==> src/sv/cisp_pkg.sv <==
// shared types and constants of the image stream parser
`default_nettype none

package cisp_pkg;

    // fixed header layout
    localparam int FIXED_HEADER_END = 36;
    localparam int MAGIC_LAST_POS   = 3;
    localparam int FIELD_BITS       = 64;
    localparam int OUT_COORD_BITS   = 16;

    localparam logic [7:0] CHAR_NEWLINE = 8'h0A;
    localparam logic [7:0] CHAR_NUL     = 8'h00;

    // result kind codes
    typedef enum logic [3:0] {
        KIND_NONE         = 4'd0,
        KIND_MAGIC        = 4'd1,
        KIND_HEADER_SIZE  = 4'd2,
        KIND_CONTENT_SIZE = 4'd3,
        KIND_WIDTH        = 4'd4,
        KIND_HEIGHT       = 4'd5,
        KIND_CAPTION      = 4'd6,
        KIND_TAG          = 4'd7,
        KIND_PIXEL        = 4'd8
    } kind_t;

    // parse phase
    typedef enum logic [1:0] {
        PH_FIXED   = 2'd0,
        PH_CAPTION = 2'd1,
        PH_TAGS    = 2'd2,
        PH_CONTENT = 2'd3
    } phase_t;

    // one input word
    typedef struct packed {
        logic [7:0] data_byte;
        logic       last_byte;
    } in_word_t;

    // one result word
    typedef struct packed {
        kind_t                     kind;
        logic [FIELD_BITS-1:0]     field_value;
        logic [7:0]                red;
        logic [7:0]                green;
        logic [7:0]                blue;
        logic [OUT_COORD_BITS-1:0] pix_row;
        logic [OUT_COORD_BITS-1:0] pixel_col;
        logic                      piece_end;
        logic                      file_end;
    } result_t;

endpackage

`default_nettype wire

==> src/sv/cisp_in_reg.sv <==
// input register stage with valid/stall handshake
`default_nettype none

module cisp_in_reg
    import cisp_pkg::*;
(
    input  wire logic     clk,
    input  wire logic     rst_n,
    input  wire logic     in_valid,
    output logic          in_stall,
    input  wire in_word_t in_word,
    input  wire logic     down_ready,
    output logic          advance,
    output in_word_t      held_word
);

    logic     valid_reg;
    logic     valid_next;
    in_word_t word_reg;
    logic     accept;

    // handshake
    assign advance  = valid_reg && down_ready;
    assign in_stall = valid_reg && !down_ready;
    assign accept   = in_valid && !in_stall;

    always_comb
    begin
        valid_next = valid_reg;
        if (accept)
        begin
            valid_next = 1'b1;
        end
        else if (advance)
        begin
            valid_next = 1'b0;
        end
    end

    always_ff @(posedge clk or negedge rst_n)
    begin
        if (!rst_n)
        begin
            valid_reg <= 1'b0;
        end
        else
        begin
            valid_reg <= valid_next;
        end
    end

    // payload holds while stalled
    always_ff @(posedge clk)
    begin
        if (accept)
        begin
            word_reg <= in_word;
        end
    end

    assign held_word = word_reg;

endmodule

`default_nettype wire

==> src/sv/cisp_core.sv <==
// parser state and per-byte decode logic
`default_nettype none

module cisp_core
    import cisp_pkg::*;
#(
    parameter int POSITION_BITS = 32,
    parameter int COORD_BITS    = 16
)
(
    input  wire logic     clk,
    input  wire logic     rst_n,
    input  wire logic     fire,
    input  wire in_word_t word,
    output result_t       result
);

    logic [POSITION_BITS-1:0] pos_reg;
    logic [POSITION_BITS-1:0] pos_next;
    logic [FIELD_BITS-1:0]    shifter_reg;
    logic [FIELD_BITS-1:0]    shifter_next;
    logic [FIELD_BITS-1:0]    hdr_len_reg;
    logic [FIELD_BITS-1:0]    hdr_len_next;
    logic [FIELD_BITS-1:0]    frame_width_reg;
    logic [FIELD_BITS-1:0]    frame_width_next;
    phase_t                   phase_reg;
    phase_t                   phase_next;
    logic [1:0]               pix_cnt_reg;
    logic [1:0]               pix_cnt_next;
    logic [7:0]               red_reg;
    logic [7:0]               red_next;
    logic [7:0]               green_reg;
    logic [7:0]               green_next;
    logic [COORD_BITS-1:0]    row_reg;
    logic [COORD_BITS-1:0]    row_next;
    logic [COORD_BITS-1:0]    col_reg;
    logic [COORD_BITS-1:0]    col_next;

    logic [7:0]            b;
    logic                  in_fixed;
    logic [5:0]            pos_lo;
    logic [5:0]            fld_off;
    logic                  is_magic;
    logic [2:0]            lane;
    logic [1:0]            fld_idx;
    logic                  field_done;
    logic [FIELD_BITS-1:0] merged;
    logic                  reach_hdr;
    phase_t                phase_eff;
    logic                  wrap;
    logic [COORD_BITS-1:0] row_inc;
    logic [COORD_BITS-1:0] row_eff;
    logic [COORD_BITS-1:0] col_eff;
    logic [COORD_BITS-1:0] col_inc;

    assign b = word.data_byte;

    // fixed header byte placement
    assign in_fixed = pos_reg < POSITION_BITS'(FIXED_HEADER_END);
    assign pos_lo   = pos_reg[5:0];
    assign fld_off  = pos_lo - 6'd4;
    assign is_magic = pos_lo <= 6'(MAGIC_LAST_POS);
    assign lane     = is_magic ? {1'b0, pos_lo[1:0]} : fld_off[2:0];
    assign fld_idx  = fld_off[4:3];
    assign field_done = is_magic ? (pos_lo == 6'(MAGIC_LAST_POS)) : (lane == 3'd7);

    always_comb
    begin
        for (int i = 0; i < 8; i++)
        begin
            merged[8*i +: 8] = (lane == 3'(i)) ? (shifter_reg[8*i +: 8] | b)
                                               : shifter_reg[8*i +: 8];
        end
    end

    // variable-length part
    assign reach_hdr = FIELD_BITS'(pos_reg) >= hdr_len_reg;
    assign phase_eff = (phase_reg != PH_CONTENT && reach_hdr) ? PH_CONTENT : phase_reg;

    // pixel coordinates, saturating
    assign wrap    = frame_width_reg <= FIELD_BITS'(col_reg);
    assign row_inc = (row_reg == '1) ? row_reg : row_reg + COORD_BITS'(1);
    assign row_eff = wrap ? row_inc : row_reg;
    assign col_eff = wrap ? '0 : col_reg;
    assign col_inc = (col_eff == '1) ? col_eff : col_eff + COORD_BITS'(1);

    // phase next state
    always_comb
    begin
        phase_next = phase_reg;
        if (in_fixed)
        begin
            if (pos_lo == 6'(FIXED_HEADER_END - 1))
            begin
                phase_next = PH_CAPTION;
            end
        end
        else
        begin
            unique case (phase_eff)
                PH_CAPTION: phase_next = (b == CHAR_NEWLINE) ? PH_TAGS : PH_CAPTION;
                PH_TAGS:    phase_next = PH_TAGS;
                default:    phase_next = PH_CONTENT;
            endcase
        end
        if (word.last_byte)
        begin
            phase_next = PH_FIXED;
        end
    end

    // datapath and result
    always_comb
    begin
        result           = '0;
        result.kind      = KIND_NONE;
        result.file_end  = word.last_byte;
        shifter_next     = shifter_reg;
        hdr_len_next     = hdr_len_reg;
        frame_width_next = frame_width_reg;
        pix_cnt_next     = pix_cnt_reg;
        red_next         = red_reg;
        green_next       = green_reg;
        row_next         = row_reg;
        col_next         = col_reg;

        if (in_fixed)
        begin
            shifter_next = merged;
            if (field_done)
            begin
                result.field_value = merged;
                shifter_next       = '0;
                if (is_magic)
                begin
                    result.kind = KIND_MAGIC;
                end
                else
                begin
                    unique case (fld_idx)
                        2'd0:
                        begin
                            result.kind  = KIND_HEADER_SIZE;
                            hdr_len_next = merged;
                        end
                        2'd1:
                        begin
                            result.kind = KIND_CONTENT_SIZE;
                        end
                        2'd2:
                        begin
                            result.kind      = KIND_WIDTH;
                            frame_width_next = merged;
                        end
                        default:
                        begin
                            result.kind = KIND_HEIGHT;
                        end
                    endcase
                end
            end
        end
        else if (phase_eff == PH_CAPTION)
        begin
            result.kind        = KIND_CAPTION;
            result.field_value = FIELD_BITS'(b);
            result.piece_end   = (b == CHAR_NEWLINE);
        end
        else if (phase_eff == PH_TAGS)
        begin
            result.kind        = KIND_TAG;
            result.field_value = FIELD_BITS'(b);
            result.piece_end   = (b == CHAR_NUL);
        end
        else
        begin
            case (pix_cnt_reg)
                2'd0:
                begin
                    red_next     = b;
                    green_next   = '0;
                    pix_cnt_next = 2'd1;
                end
                2'd1:
                begin
                    green_next   = b;
                    pix_cnt_next = 2'd2;
                end
                default:
                begin
                    result.kind      = KIND_PIXEL;
                    result.red       = red_reg;
                    result.green     = green_reg;
                    result.blue      = b;
                    result.pix_row   = OUT_COORD_BITS'(row_eff);
                    result.pixel_col = OUT_COORD_BITS'(col_eff);
                    row_next         = row_eff;
                    col_next         = col_inc;
                    pix_cnt_next     = 2'd0;
                    red_next         = '0;
                    green_next       = '0;
                end
            endcase
        end

        // end of file returns to the start
        if (word.last_byte)
        begin
            shifter_next     = '0;
            hdr_len_next     = '0;
            frame_width_next = '0;
            pix_cnt_next     = '0;
            red_next         = '0;
            green_next       = '0;
            row_next         = '0;
            col_next         = '0;
        end
    end

    // byte position, saturating
    always_comb
    begin
        pos_next = (pos_reg == '1) ? pos_reg : pos_reg + POSITION_BITS'(1);
        if (word.last_byte)
        begin
            pos_next = '0;
        end
    end

    always_ff @(posedge clk or negedge rst_n)
    begin
        if (!rst_n)
        begin
            pos_reg         <= '0;
            shifter_reg     <= '0;
            hdr_len_reg     <= '0;
            frame_width_reg <= '0;
            phase_reg       <= PH_FIXED;
            pix_cnt_reg     <= '0;
            red_reg         <= '0;
            green_reg       <= '0;
            row_reg         <= '0;
            col_reg         <= '0;
        end
        else if (fire)
        begin
            pos_reg         <= pos_next;
            shifter_reg     <= shifter_next;
            hdr_len_reg     <= hdr_len_next;
            frame_width_reg <= frame_width_next;
            phase_reg       <= phase_next;
            pix_cnt_reg     <= pix_cnt_next;
            red_reg         <= red_next;
            green_reg       <= green_next;
            row_reg         <= row_next;
            col_reg         <= col_next;
        end
    end

endmodule

`default_nettype wire

==> src/sv/cisp_out_reg.sv <==
// result register with valid/stall handshake
`default_nettype none

module cisp_out_reg
    import cisp_pkg::*;
(
    input  wire logic    clk,
    input  wire logic    rst_n,
    input  wire logic    load,
    input  wire result_t result,
    output logic         ready,
    output logic         out_valid,
    input  wire logic    out_stall,
    output result_t      out_word
);

    logic    valid_reg;
    logic    valid_next;
    result_t word_reg;

    // room when empty or the word leaves this cycle
    assign ready = !valid_reg || !out_stall;

    always_comb
    begin
        valid_next = valid_reg;
        if (load)
        begin
            valid_next = 1'b1;
        end
        else if (!out_stall)
        begin
            valid_next = 1'b0;
        end
    end

    always_ff @(posedge clk or negedge rst_n)
    begin
        if (!rst_n)
        begin
            valid_reg <= 1'b0;
        end
        else
        begin
            valid_reg <= valid_next;
        end
    end

    always_ff @(posedge clk)
    begin
        if (load)
        begin
            word_reg <= result;
        end
    end

    assign out_valid = valid_reg;
    assign out_word  = word_reg;

endmodule

`default_nettype wire

==> src/sv/ciff_image_stream_parser.sv <==
// top level of the image stream parser
//
//   channel | direction | handshake           | payload
//   in      | input     | in_valid, in_stall   | data_byte, last_byte
//   out     | output    | out_valid, out_stall | kind, field_value, red, green, blue,
//           |           |                      | pix_row, pixel_col, piece_end, file_end
//
// one result word per input word; a new byte is taken every cycle while the output is not stalled
// a byte passes through the input register, then is decoded into the result register
// the decode updates all parser state in the cycle a byte moves to the result register
// rst_n clears the parser to the start of a file; a byte with last_byte does the same
// a stall on the output holds both registers and backs up to in_stall in the same cycle
`default_nettype none

module ciff_image_stream_parser
    import cisp_pkg::*;
#(
    parameter int POSITION_BITS = 32,
    parameter int COORD_BITS    = 16
)
(
    input  wire logic        clk,
    input  wire logic        rst_n,
    input  wire logic        in_valid,
    output logic             in_stall,
    input  wire logic [7:0]  data_byte,
    input  wire logic        last_byte,
    output logic             out_valid,
    input  wire logic        out_stall,
    output logic [3:0]       kind,
    output logic [63:0]      field_value,
    output logic [7:0]       red,
    output logic [7:0]       green,
    output logic [7:0]       blue,
    output logic [15:0]      pix_row,
    output logic [15:0]      pixel_col,
    output logic             piece_end,
    output logic             file_end
);

    in_word_t in_word;
    in_word_t held_word;
    logic     advance;
    logic     down_ready;
    result_t  result;
    result_t  out_word;

    assign in_word.data_byte = data_byte;
    assign in_word.last_byte = last_byte;

    // input stage
    cisp_in_reg u_in_reg (
        .clk        (clk),
        .rst_n      (rst_n),
        .in_valid   (in_valid),
        .in_stall   (in_stall),
        .in_word    (in_word),
        .down_ready (down_ready),
        .advance    (advance),
        .held_word  (held_word)
    );

    // parser
    cisp_core #(
        .POSITION_BITS (POSITION_BITS),
        .COORD_BITS    (COORD_BITS)
    ) u_core (
        .clk    (clk),
        .rst_n  (rst_n),
        .fire   (advance),
        .word   (held_word),
        .result (result)
    );

    // result stage
    cisp_out_reg u_out_reg (
        .clk       (clk),
        .rst_n     (rst_n),
        .load      (advance),
        .result    (result),
        .ready     (down_ready),
        .out_valid (out_valid),
        .out_stall (out_stall),
        .out_word  (out_word)
    );

    assign kind        = out_word.kind;
    assign field_value = out_word.field_value;
    assign red         = out_word.red;
    assign green       = out_word.green;
    assign blue        = out_word.blue;
    assign pix_row     = out_word.pix_row;
    assign pixel_col   = out_word.pixel_col;
    assign piece_end   = out_word.piece_end;
    assign file_end    = out_word.file_end;

endmodule

`default_nettype wire

==> config.mk <==
export PLATFORM = sky130hd
export DESIGN_NAME = ciff_image_stream_parser
export DESIGN_NICKNAME = d
export VERILOG_FILES = /design/src/sv/cisp_pkg.sv /design/src/sv/cisp_in_reg.sv /design/src/sv/cisp_core.sv /design/src/sv/cisp_out_reg.sv /design/src/sv/ciff_image_stream_parser.sv
export SDC_FILE = /design/constraint.sdc
export NUM_CORES = 1
export LEC_CHECK = 0
export ABC_AREA = 1
export BUFFER_PORTS_ARGS = -buffer_cell sky130_fd_sc_hd__buf_4
export CORE_MARGIN = 2
export CORE_UTILIZATION = 60
export DETAILED_ROUTE_END_ITERATION = 10
export PLACE_DENSITY_LB_ADDON = 0.15
export SKIP_CTS_REPAIR_TIMING = 1
export SLEW_MARGIN = 40
export SYNTH_ARGS = -nofsm -noshare
export SYNTH_HDL_FRONTEND = slang
export SYNTH_SLANG_ARGS = --single-unit
==> constraint.sdc <==
create_clock -name clk -period 12.3 [get_ports clk]
set_input_delay 1.845 -clock clk [delete_from_list [all_inputs] [get_ports clk]]
set_output_delay 1.845 -clock clk [all_outputs]
set_load 0.05 [all_outputs]
# After elaboration in Yosys (flattened, before gate mapping)
# Index checks and enable logic that the tools add are counted.
# word_totals
out_inout_bits	128
register_bits	413
elab_cells	169
# op_classes
reduce_logical	28
eq_ne	28
add_sub_neg	4
n_bitwise	8
muxes	74
n_lt_le_gt_ge	4
# ops
operator	count
64-bit 2-to-1 mux	13
16-bit 2-to-1 mux	14
68-bit 2-to-1 mux	3
8-bit 2-to-1 mux	18
32-bit by 64-bit >= comparator with 1-bit output	1
64-bit by 16-bit <= comparator with 1-bit output	1
32-bit 2-to-1 mux	2
8-bit bitwise OR	8
16-bit by 1-bit adder with 16-bit output (second input constant)	2
32-bit by 1-bit adder with 32-bit output (second input constant)	1
16-bit equality test (second input constant)	2
32-bit equality test (second input constant)	1
32-bit by 6-bit less-than comparator with 1-bit output (second input constant)	1
5-bit AND reduction	4
2-bit 2-to-1 mux	9
8-bit case mux with 2 select lines	1
2-bit inequality test (second input constant)	7
3-bit equality test (second input constant)	4
4-bit 2-to-1 mux	3
2-bit nonzero test	5
3-bit case mux with 3 select lines	1
8-bit by 4-bit equality test with 1-bit output (second input constant)	1
8-bit logical NOT	1
2-bit case mux with 2 select lines	2
other kinds (21)	41

# Logic depth before layout (Yosys ltp)
# depth
word_depth	9
mapped_depth	25
ltp_nobuf	24

# Cells and area by module
# A second synthesis with hierarchy kept.
# hier_totals
cells_unflattened	2142
area_unflattened_um2	19510.0
# modules_own_cells
mod	area_each_um2	n_inst	cells_each
cisp_core	15349.7	1	1994
cisp_out_reg	3824.9	1	130
cisp_in_reg	335.3	1	18

# Worst setup path after synthesis
# Ideal clock, no wire load.
# synth_path
kind	input to register
startpoint	in out_stall
endpoint	reg u_core.col_reg[7]
setup_ns	0.065
t_arrival_ns	10.129
required_time_ns	12.235
cell_stages	8
slack_ns	2.106
n_path_buf	1
cell_sequence	a21oi_1 > nand3_1 > nor2_2 > nand2_2 > buf_2 > a21oi_1 > nand2_1 > nand2_1
# synth_between
elab_chain_cells	4
# synth_rtl
item	line_no	source
start, declared	ciff_image_stream_parser.sv:29	input wire logic out_stall,
1-bit logical NOT	cisp_out_reg.sv:22	assign ready = !valid_reg || !out_stall;
1-bit logical OR	cisp_out_reg.sv:22	
1-bit logical AND	cisp_in_reg.sv:23	assign advance = valid_reg && down_ready;
5-bit AND reduction (no source line)	-	
end signal, assigned	cisp_core.sv:256	col_reg <= col_next;
end, declared	cisp_core.sv:36	logic [COORD_BITS-1:0] col_reg;
# Every way passes these cells.
# A chain may end at the register's enable or synchronous reset.

# Final worst setup path
# layout_path
startpoint	reg u_core.pos_reg[31]
endpoint	reg u_core.col_reg[1]
# layout_between
elab_chain_cells	6
elab_cells_between_ends	10
cone_classes	order compare: 2; eq/ne: 5; mux: 1; reduce/logical: 2
# layout_rtl
item	line_no	source
start, declared	cisp_core.sv:18	logic [POSITION_BITS-1:0] pos_reg;
start signal, assigned	cisp_core.sv:247	pos_reg <= pos_next;
32-bit by 64-bit >= comparator with 1-bit output	cisp_core.sv:77	assign reach_hdr = FIELD_BITS'(pos_reg) >= hdr_len_reg;
1-bit logical AND	cisp_core.sv:78	assign phase_eff = (phase_reg != PH_CONTENT && reach_hdr) ? PH_CONTENT : phase_reg;
2-bit 2-to-1 mux	cisp_core.sv:78	
2-bit by 1-bit equality test with 1-bit output or 2-bit equality test (tied branches)	cisp_core.sv:163, cisp_core.sv:169	
2-bit inequality test (no source line)	-	
5-bit AND reduction (no source line) *	-	
# Mark *: on every way between the ends. The rest lies on a longest branch, timed or not.

==> impl_metrics.py <==
metrics = {
    "outcome": {
        "status": "completed",
    },
    "power": {
        "total_power_mw": 4.22,
        "ir_worst_vdd_v": 0.000113,
        "p_per_area_nw_per_um2": 193,
        "power.leakage_nw": 9.72,
    },
    "layout": {
        "fin_area_um2": 21900,
        "largest_reg_flops": 126,
        "final.fill_count": 2313,
        "drive_gt1_share_pct": 14.8,
        "area_growth_pct": 14.9,
        "multiInputGateArea_um2": 6870,
        "antennaDiodeCount": 0,
        "regArea_um2": 11000,
        "nets": 2152,
    },
    "critical_path": {
        "endpoint_kind": "flop",
        "timing.reg2reg.setup_slack_ps": 7640,
        "path_class": "reg -> reg",
        "crit_top_cell": "nand2_1",
        "cp_cell_sequence": "ha_1, nand2_1, inv_1, nand3_1, nor3_1, nand2_1, nor4_1, o221ai_1, nand2_1, inv_1, ha_1, or2_2, nand2_1, nand3_1, nor2_2, nand2_2, inv_2, nand2_1, o21ai_1",
        "critPathLaunchType": "flop",
        "required_ps": 12770,
        "crit_family": "simple AND/OR/NAND/NOR gates",
        "worst-path-buf-inv": 3,
        "crit_path_max_incr_delay_ps": 660,
        "crit_path_max_fanout": 23,
        "slowest_stage": "nor2_2",
        "critical_path_arrival_ps": 5130,
    },
    "sta": {
        "rsz0062_at_grt": "false",
        "fmax_ghz": 0.215,
        "drv_slew": 0,
        "period_needed_ps": 4660,
        "finalSetupViolCount": 0,
        "hold_violations": 0,
        "whs_ps": 489,
        "tns_ps": 0,
        "maxSlewHeadroom_pct": 37.2,
        "post-route-period-util_pct": 37.9,
        "worst_pin_slew_ps": 942,
        "skew_ps": 17.4,
    },
    "detailed_routing": {
        "antenna_left": 0,
        "drc": 0,
        "firstDrtPassIters": 6,
        "drt_iter0_markers": 1274,
        "routed_wirelength_mm": 46.0,
        "post_drt_via_cell_ratio": 5.76,
        "vias": 14475,
        "avgRoutedWirePerCell_um": 18.3,
    },
    "synth": {
        "synth_top_area_cell": "dfrtp_1",
        "syn_avg_cell_area_um2": 9.70,
        "synth-edff-count": 135,
        "ys_ff_latch": 413,
        "synthArstFlopShare_pct": 67.3,
        "synth_nets": 2033,
        "synth_common_cells": "nor2_1, nand2_1, dfrtp_1",
        "netlist-cell-type-count": 46,
        "yosysTopAreaCellShare_pct": 36.6,
        "ys_seq_area_share_pct": 57.9,
        "synth.cell_area_um2": 19000,
        "ys_warn_count": 0,
        "synth_cells": 1960,
        "synth_area_leaders": "dfrtp_1, edfxtp_1, nor2_1",
        "yosysMostFrequentCell": "nor2_1",
        "yosys_most_used_dff": "dfrtp_1",
    },
    "clock_network": {
        "cts-root-buf": "clkbuf_16",
        "clock_latency_ps": 540,
        "cts_buffers": 41,
        "cts_buffer_depth": 3,
        "htreeDepth": 2,
        "tritoncts": "done",
        "clkSlewWorstSetupHoldPaths_ps": 60,
        "cts.sinks": 413,
    },
    "placement": {
        "dp_hpwl_mm": 30.9,
        "place_area_um2": 20400,
        "place.gp.congestion": 0.915,
        "numPortBuffers": 140,
    },
    "global_routing": {
        "grt-ovfl-total": 0,
        "grt_use_total_pct": 28.2,
        "grt_first_pass_wirelength_mm": 74.4,
        "antenna_found_initial": 0,
        "grt_max_degree": 96,
        "grt_pass1_vias": 14016,
    },
    "floorplan": {
        "ioPinCount": 141,
        "die-height_um": 182,
        "dieWidth_um": 182,
        "rows": 65,
        "start_util_pct": 60.6,
        "coreArea_um2": 31400,
        "die_area_um2": 33100,
    },
    "min_path": {
        "hold_class": "reg -> reg",
    },
    "flow_run": {
        "cap_violations": 0,
    },
}
[through the flow]
step / cells / util (%) / worst slack [ps]
2_1_floorplan: 1960 / - / 2110
3_3_place_gp: 2435 / 64.6 / 7530
3_5_place_dp: 2437 / 64.8 / 7450
4_1_cts: 2512 / 69.5 / 7700
5_1_grt: 2513 / 69.6 / 7210
6_report: 2513 / 69.6 / 7640
[cells by family after synthesis]
family / synth area share, %
buffers and inverters: 6.13
flip-flops: 57.9
XOR/XNOR: 0.783
AO/OA/AOI/OAI: 9.75
AND/OR/NAND/NOR: 17.0
adder cells (fa/ha/maj): 3.95
multiplexers: 4.50
[placed cells by master (no fill, tap or decap), types with 4 or more instances in the layout]
cell | netlist | routed
nand4_1 | 38 | 38
buf_6 | 4 | 7
edfxtp_1 | 135 | 135
nor2_1 | 290 | 290
clkbuf_16 | 0 | 45
clkinv_2 | 0 | 8
a21oi_1 | 185 | 184
nor4_1 | 21 | 21
dfrtp_1 | 278 | 278
mux2_1 | 8 | 8
o21ai_0 | 92 | 92
nand2_2 | 5 | 5
buf_4 | 10 | 143
a31oi_1 | 5 | 5
clkbuf_8 | 0 | 5
nor2_2 | 6 | 4
o31ai_1 | 6 | 6
nand2_1 | 287 | 287
mux2_2 | 68 | 68
o21ai_1 | 13 | 13
clkbuf_1 | 33 | 6
bufinv_16 | 0 | 6
o22ai_1 | 32 | 32
ha_1 | 60 | 60
nor3_1 | 36 | 36
nand3_1 | 68 | 68
clkinv_1 | 2 | 5
xor2_1 | 15 | 15
inv_1 | 201 | 201
o21a_1 | 7 | 7
[final cells by class]
class,instances,area share [%]
multi-input combinational,1264,31.4
clock buffer,56,5.57
clock inverter,19,1.13
inverter,205,3.52
sequential,413,50.4
tap,402,2.30
timing repair buffer,154,5.66
[metal layers]
metal	global-route usage [%]	part of all wire, %	up-vias
li1	-	-	6832
met1	39.2	44	7015
met2	45.7	47	533
met3	4.23	6.0	95
met4	10.1	3.0	0
met5	0	0	-
[power by group]
group / total [mW] / internal [mW] / leakage, nW / switching, mW
Clock: 1.35 / 0.820 / 0.723 / 0.526
Combinational: 1.19 / 0.328 / 3.83 / 0.867
Sequential: 1.68 / 1.59 / 5.17 / 0.0959
[worst paths after layout]
path                                             from                          to  depth (start not counted)
max                                u_core.pos_reg[31]           u_core.col_reg[1]                         19
min                        u_core.frame_width_reg[56]  u_core.frame_width_reg[56]                          1
max reg2reg                        u_core.pos_reg[31]           u_core.col_reg[1]                         19
min reg2reg                u_core.frame_width_reg[56]  u_core.frame_width_reg[56]                          1
max in group asynchronous                       rst_n      u_core.shifter_reg[38]                          3
min in group asynchronous                       rst_n         u_core.green_reg[2]                          1
Power figures use the tool's default switching activity.
